## src/hdl/dfcf_pkg.sv

```systemverilog
`default_nettype none

package dfcf_pkg;

    // Fields of one input transfer.
    typedef struct packed {
        logic [7:0] chan_value;
        logic [7:0] frame_len;
        logic       start_req;
    } t_in_item;

    // Fields of one output transfer.
    typedef struct packed {
        logic [7:0] out_byte;
        logic       run_last;
        logic       frame_done;
    } t_out_item;

    localparam int MAX_CHANNELS_DEF = 32;

    // Longest burst of bytes one input item can cause: header plus trailer.
    localparam int BURST_MAX   = 7;
    localparam int BURST_CNT_W = $clog2(BURST_MAX + 1);

    localparam logic [7:0]  SYNC_A   = 8'h55;
    localparam logic [7:0]  SYNC_B   = 8'hF0;
    localparam logic [31:0] CRC_POLY = 32'hEDB8_8320;
    localparam logic [31:0] CRC_INIT = 32'hFFFF_FFFF;

    // One byte of reflected CRC-32, bit at a time.
    function automatic logic [31:0] crc_step(input logic [31:0] crc, input logic [7:0] data);
        logic [31:0] c;
        c = crc ^ {24'd0, data};
        for (int k = 0; k < 8; k++) begin
            if (c[0]) begin
                c = (c >> 1) ^ CRC_POLY;
            end else begin
                c = c >> 1;
            end
        end
        return c;
    endfunction

    // CRC state after both sync bytes, which never change.
    localparam logic [31:0] CRC_AFTER_SYNC = crc_step(crc_step(CRC_INIT, SYNC_A), SYNC_B);

endpackage

`default_nettype wire

```

## src/hdl/dfcf_burst_buf.sv

```systemverilog
`default_nettype none

// Holds the bytes caused by one item and hands them out one per transfer.
module dfcf_burst_buf
    import dfcf_pkg::*;
(
    input  wire logic                   i_clk,
    input  wire logic                   i_rst_n,
    input  wire logic                   i_load,
    input  wire logic [BURST_CNT_W-1:0] i_load_cnt,
    input  wire t_out_item              i_load_items [BURST_MAX],
    output logic                        o_room,
    output logic                        o_valid,
    output t_out_item                   o_data,
    input  wire logic                   i_stall
);

    logic [BURST_CNT_W-1:0] r_rem;
    logic [BURST_CNT_W-1:0] n_rem;
    t_out_item              r_buf [BURST_MAX];
    t_out_item              n_buf [BURST_MAX];
    logic                   xfer;

    assign o_valid = (r_rem != '0);
    assign o_data  = r_buf[0];
    assign xfer    = o_valid && !i_stall;
    // Room when empty, or when the last byte leaves in this cycle.
    assign o_room  = (r_rem == '0) || ((r_rem == BURST_CNT_W'(1)) && !i_stall);

    always_comb begin
        n_rem = r_rem;
        n_buf = r_buf;
        if (i_load) begin
            n_rem = i_load_cnt;
            n_buf = i_load_items;
        end else if (xfer) begin
            n_rem = r_rem - BURST_CNT_W'(1);
            for (int k = 0; k < BURST_MAX - 1; k++) begin
                n_buf[k] = r_buf[k+1];
            end
        end
    end

    always_ff @(posedge i_clk) begin
        if (!i_rst_n) begin
            r_rem <= '0;
        end else begin
            r_rem <= n_rem;
        end
    end

    always_ff @(posedge i_clk) begin
        r_buf <= n_buf;
    end

endmodule

`default_nettype wire

```

## src/hdl/dimmer_frame_crc_framer_unit.sv

```systemverilog
`default_nettype none

// Channel   Direction  Handshake                   Payload
// input     in         i_in_valid / o_in_stall     i_in_data  (t_in_item)
// output    out        o_out_valid / i_out_stall   o_out_data (t_out_item)
//
// Each accepted item is processed in the cycle it is accepted: one byte of
// CRC-32 is folded in and all bytes the item causes are loaded into a burst
// buffer, which emits one byte per output transfer from the next cycle on.
// A channel value item causes one byte; a start item causes three bytes, and
// a value or start that closes its frame adds the four CRC bytes.
// The burst buffer sets the rate: a new item is accepted when the buffer is
// empty or its last byte is transferred in the same cycle, so o_in_stall
// follows i_out_stall combinationally. Synchronous reset empties the buffer
// and closes any open frame.

module dimmer_frame_crc_framer_unit
    import dfcf_pkg::*;
#(
    parameter int MAX_CHANNELS = MAX_CHANNELS_DEF
) (
    input  wire logic      i_clk,
    input  wire logic      i_rst_n,
    input  wire logic      i_in_valid,
    input  wire t_in_item  i_in_data,
    output logic           o_in_stall,
    output logic           o_out_valid,
    output t_out_item      o_out_data,
    input  wire logic      i_out_stall
);

    localparam logic [7:0] MaxCh = 8'(MAX_CHANNELS);

    // Frame state.
    logic [31:0] r_crc;
    logic [7:0]  r_sent;
    logic [7:0]  r_target;
    logic        r_open;
    logic [31:0] n_crc;
    logic [7:0]  n_sent;
    logic [7:0]  n_target;
    logic        n_open;

    logic                   room;
    logic                   accept;
    logic [7:0]             len_sat;
    logic [31:0]            crc_in;
    logic [7:0]             crc_byte_in;
    logic [31:0]            crc_new;
    logic [31:0]            crc_fin;
    logic [7:0]             sent_inc;
    logic                   load;
    logic [BURST_CNT_W-1:0] load_cnt;
    t_out_item              items [BURST_MAX];

    assign o_in_stall = !room;
    assign accept     = i_in_valid && room;

    // The count is clamped to the configured maximum; the clamped value is
    // both sent as the count byte and used as the number of channels.
    assign len_sat = (i_in_data.frame_len > MaxCh) ? MaxCh : i_in_data.frame_len;

    // A single byte-wide CRC step serves both item kinds. The sync bytes are
    // constant, so a start item only needs to fold in the count byte.
    assign crc_in      = i_in_data.start_req ? CRC_AFTER_SYNC : r_crc;
    assign crc_byte_in = i_in_data.start_req ? len_sat : i_in_data.chan_value;
    assign crc_new     = crc_step(crc_in, crc_byte_in);
    assign crc_fin     = ~crc_new;
    assign sent_inc    = r_sent + 8'd1;

    always_comb begin
        n_crc    = r_crc;
        n_sent   = r_sent;
        n_target = r_target;
        n_open   = r_open;
        load     = 1'b0;
        load_cnt = '0;
        for (int k = 0; k < BURST_MAX; k++) begin
            items[k] = '0;
        end

        if (accept) begin
            if (i_in_data.start_req) begin
                // A start abandons any open frame and sends the header.
                load              = 1'b1;
                items[0].out_byte = SYNC_A;
                items[1].out_byte = SYNC_B;
                items[2].out_byte = len_sat;
                if (len_sat == 8'd0) begin
                    // Empty frame: header and trailer in one burst.
                    load_cnt = BURST_CNT_W'(7);
                    for (int k = 0; k < 4; k++) begin
                        items[3+k].out_byte = crc_fin[8*k +: 8];
                    end
                    items[6].run_last   = 1'b1;
                    items[6].frame_done = 1'b1;
                    n_crc    = CRC_INIT;
                    n_sent   = 8'd0;
                    n_target = 8'd0;
                    n_open   = 1'b0;
                end else begin
                    load_cnt          = BURST_CNT_W'(3);
                    items[2].run_last = 1'b1;
                    n_crc    = crc_new;
                    n_sent   = 8'd0;
                    n_target = len_sat;
                    n_open   = 1'b1;
                end
            end else if (r_open) begin
                load              = 1'b1;
                items[0].out_byte = i_in_data.chan_value;
                if (sent_inc >= r_target) begin
                    // Last channel: append the CRC, low byte first.
                    load_cnt = BURST_CNT_W'(5);
                    for (int k = 0; k < 4; k++) begin
                        items[1+k].out_byte = crc_fin[8*k +: 8];
                    end
                    items[4].run_last   = 1'b1;
                    items[4].frame_done = 1'b1;
                    n_crc    = CRC_INIT;
                    n_sent   = 8'd0;
                    n_target = 8'd0;
                    n_open   = 1'b0;
                end else begin
                    load_cnt          = BURST_CNT_W'(1);
                    items[0].run_last = 1'b1;
                    n_crc  = crc_new;
                    n_sent = sent_inc;
                end
            end
            // A value outside an open frame is taken and dropped.
        end
    end

    always_ff @(posedge i_clk) begin
        if (!i_rst_n) begin
            r_crc    <= CRC_INIT;
            r_sent   <= 8'd0;
            r_target <= 8'd0;
            r_open   <= 1'b0;
        end else begin
            r_crc    <= n_crc;
            r_sent   <= n_sent;
            r_target <= n_target;
            r_open   <= n_open;
        end
    end

    dfcf_burst_buf u_burst_buf (
        .i_clk        (i_clk),
        .i_rst_n      (i_rst_n),
        .i_load       (load),
        .i_load_cnt   (load_cnt),
        .i_load_items (items),
        .o_room       (room),
        .o_valid      (o_out_valid),
        .o_data       (o_out_data),
        .i_stall      (i_out_stall)
    );

endmodule

`default_nettype wire

```

## config.mk

```make
export PLATFORM = sky130hd
export DESIGN_NAME = dimmer_frame_crc_framer_unit
export DESIGN_NICKNAME = d
export VERILOG_FILES = /design/src/hdl/dfcf_pkg.sv /design/src/hdl/dfcf_burst_buf.sv /design/src/hdl/dimmer_frame_crc_framer_unit.sv
export SDC_FILE = /design/constraint.sdc
export NUM_CORES = 1
export LEC_CHECK = 0
export BUFFER_PORTS_ARGS = -buffer_cell sky130_fd_sc_hd__buf_2
export CORE_MARGIN = 5
export CORE_UTILIZATION = 35
export CTS_CLUSTER_SIZE = 16
export DETAILED_ROUTE_END_ITERATION = 10
export MAX_ROUTING_LAYER = met4
export PLACE_DENSITY = 0.48
export SKIP_CTS_REPAIR_TIMING = 1
export SYNTH_ARGS = -nofsm -noshare
export SYNTH_HDL_FRONTEND = slang
export SYNTH_SLANG_ARGS = --single-unit
```

## constraint.sdc

```tcl
create_clock -name i_clk -period 9.8 [get_ports i_clk]
set_input_delay 1.47 -clock i_clk [delete_from_list [all_inputs] [get_ports i_clk]]
set_output_delay 1.47 -clock i_clk [all_outputs]
set_load 0.005 [all_outputs]
```

==> reports/qor.yml <==
status:
  status: "completed"
final_layout:
  syn_to_final_growth_pct: 15.2
  drive_above_1_share_pct: 13.0
  diodes: 0
  nNetsFinal: 665
  fill_cells: 1653
  layout.cell_area.non_filler_sq_mm: 0.00689
timing:
  rsz0062_at_grt: "no"
  fin_crit_sh_pct: 40.0
  post-route-min-period_ps: 3920
  worst_pin_slew_ps: 1110
  fmax_mhz: 255
  setup_viol: 0
  fin_worst_skew_ps: 12.7
  finalHoldViolCount: 0
  fin_setup_tns_ps: 0
  drv_slew: 0
  worst_hold_slack_ps: 450
  relSlewSlack_pct: 25.8
synthesis:
  ys_ff_latch: 118
  netlist_area_sq_mm: 0.00599
  synth-async-reset-ratio_pct: 0
  synth_edf_count: 60
  synth.distinct_cells: 49
  yosysSeqAreaShare_pct: 49.5
  synthCells: 611
  synth_area_per_cell_sq_um: 9.80
  synth_warnings: 0
  synth-main-ff-cell: "edfxtp_1"
worst_setup_path:
  worstPathRequired_ps: 9890
  worstPathBufferInverterCount: 0
  critical_path.top_delay_family: "compound AO/OA/AOI/OAI gates"
  start_kind: "flop"
  cp.arrival_ps: 4010
  critPathSlowestCell: "o21ai_1"
  worstSetupPathType: "reg2reg"
  cp_max_fo: 12
  worstPathCellList: "ha_1 > nand3_1 > and2_1 > or2_2 > ha_1 > a2111oi_0 > nand2_1 > a21oi_1 > nor3b_1 > o21ai_1 > o21ai_0"
  max_stage_delay_ps: 870
  critPathCaptureType: "flop"
  cpMostUsedCell: "ha_1"
route:
  avgRoutedWirePerCell_um: 18.6
  routed_wl_um: 16100
  dr.pass1.iters: 5
  via_per_inst: 5.20
  antenna_left: 0
  vias: 4501
  drc: 0
  drtIter0Drc: 403
die:
  initial_core_util_pct: 35.8
  die_w_um: 141
  dieHeight_um: 141
  dieArea_sq_mm: 0.0198
  fp-row-count: 47
  core_area_sq_mm: 0.0167
  io_pins: 33
clock_network:
  htreeDepth: 4
  clock_latency_ps: 410
  cts-root-buf: "clkbuf_16"
  cts_buffer_depth: 2
  clkSlewWorstSetupHoldPaths_ps: 50
  cts_inserted_buffers: 17
  cts_sinks: 118
  cts_tree: "built"
power:
  ir_worst_vdd_uv: 130
  p_leak_nw: 2.65
  p_per_area_mw_per_mm2: 326
placement:
  hpwl_um: 11000
  io_buffers: 32
  finalWeightedCongestion: 0.871
  placed_area_sq_mm: 0.00632
grt:
  antenna_found_initial: 0
  grt_max_degree: 59
  grt_pass1_vias: 4422
  overflow: 0
  grt_usage_pct: 17.0
  grt_pass1_wl_um: 25400
job:
  drv_cap: 0
hold_path:
  holdCritPathClass: "reg2reg"
-- state kept, by name (all words and copies together) (netlist names) --
| register | cells |
|---|---|
| u_burst_buf.r_buf | 56 |
| r_sent | 8 |
| u_burst_buf.o_data | 10 |
| u_burst_buf.r_rem | 3 |
| r_open | 1 |
| r_target | 8 |
| r_crc | 32 |
-- layer usage --
metal / track usage [%] / wire, um / vias up
met4: 5.25 / 272 / 0
met2: 25.6 / 7450 / 124
li1: - / - / 2187
met1: 23.2 / 7530 / 2171
met3: 3.28 / 843 / 19
met5: - / 0 / -
-- per-stage QoR --
step	total power, mW	worst slack, ps	utilization, %	instances
2_1_floorplan	1.42	5730	-	616
3_3_place_gp	1.65	5760	37.9	833
3_5_place_dp	1.66	5720	37.9	833
4_1_cts	2.27	5840	41.3	865
5_1_grt	2.38	5510	41.3	865
6_report	2.25	5880	41.3	865
-- synth_stat cells, types with 6 or more instances --
library cell | count | area share (%)
nand2_1 | 66 | 4.1
edfxtp_1 | 60 | 30
dfxtp_1 | 58 | 19
nor2_1 | 57 | 3.6
xnor2_1 | 55 | 8.0
a21oi_1 | 45 | 3.8
o21ai_0 | 40 | 3.3
clkbuf_1 | 32 | 2.0
xor2_1 | 32 | 4.7
a22o_1 | 15 | 2.2
nand3_1 | 14 | 1.2
o211ai_1 | 14 | 1.8
ha_1 | 12 | 2.5
inv_1 | 12 | 0.75
and3_1 | 11 | 1.1
a221o_1 | 10 | 1.7
buf_4 | 10 | 1.3
nor3_1 | 6 | 0.50
o21ai_1 | 6 | 0.50
-- power breakdown --
group / internal, mW / switching (mW)
Sequential: 0.756 / 0.0769
Combinational: 0.298 / 0.513
Clock: 0.393 / 0.210
-- cell usage in the layout, fill, tap and decap left out, drive strengths merged, types with 13 or more instances in the layout --
master,Yosys,final
nand3,14,14
o21ai,46,46
nor2,57,57
edfxtp,60,60
a22o,15,15
clkbuf,32,19
nand2,66,66
dfxtp,58,58
buf,12,41
xor2,34,34
inv,13,13
xnor2,55,55
o211ai,14,14
a21oi,46,46
-- layout make-up --
class	instances	area [sq um]	share of cell area, %
Sequential cell	118	2960	43.0
Multi-Input combinational cell	441	2810	40.7
Clock buffer	19	433	6.28
Tap cell	220	275	3.99
Timing Repair Buffer	41	228	3.30
Clock inverter	13	138	2.00
Inverter	13	48.8	0.708
-- path summary, 6_finish.rpt --
check,cells after the start,slack (ps),start,end
worst max-delay path,11,5880,r_sent[0]$_SDFFE_PN0P_,u_burst_buf.r_buf[42]$_DFFE_PP_
worst min-delay path,2,450,u_burst_buf.r_buf[40]$_SDFFE_PP0P_,u_burst_buf.r_buf[50]$_SDFFE_PP0P_
worst max register to register,11,5880,r_sent[0]$_SDFFE_PN0P_,u_burst_buf.r_buf[42]$_DFFE_PP_
worst min register to register,2,450,u_burst_buf.r_buf[40]$_SDFFE_PP0P_,u_burst_buf.r_buf[50]$_SDFFE_PP0P_
-- worst register-to-register path: stages, from the launching register on --
cell	delay, ps
dfxtp_1	430
ha_1	270
nand3_1	150
and2_1	190
or2_2	300
ha_1	180
a2111oi_0	370
nand2_1	90
a21oi_1	310
nor3b_1	160
o21ai_1	870
o21ai_0	290
-- cell families after synthesis --
logic type	count (synthesis)	share of synthesized area, %
adder cells (fa/ha/maj)	12	2.51
XOR/XNOR	89	13.5
buffers and inverters	57	4.20
AO/OA/AOI/OAI	159	17.1
multiplexers	2	0.543
flip-flops	118	49.5
other	1	0.0626
AND/OR/NAND/NOR	173	12.6
(Power assumes the default switching activity.)
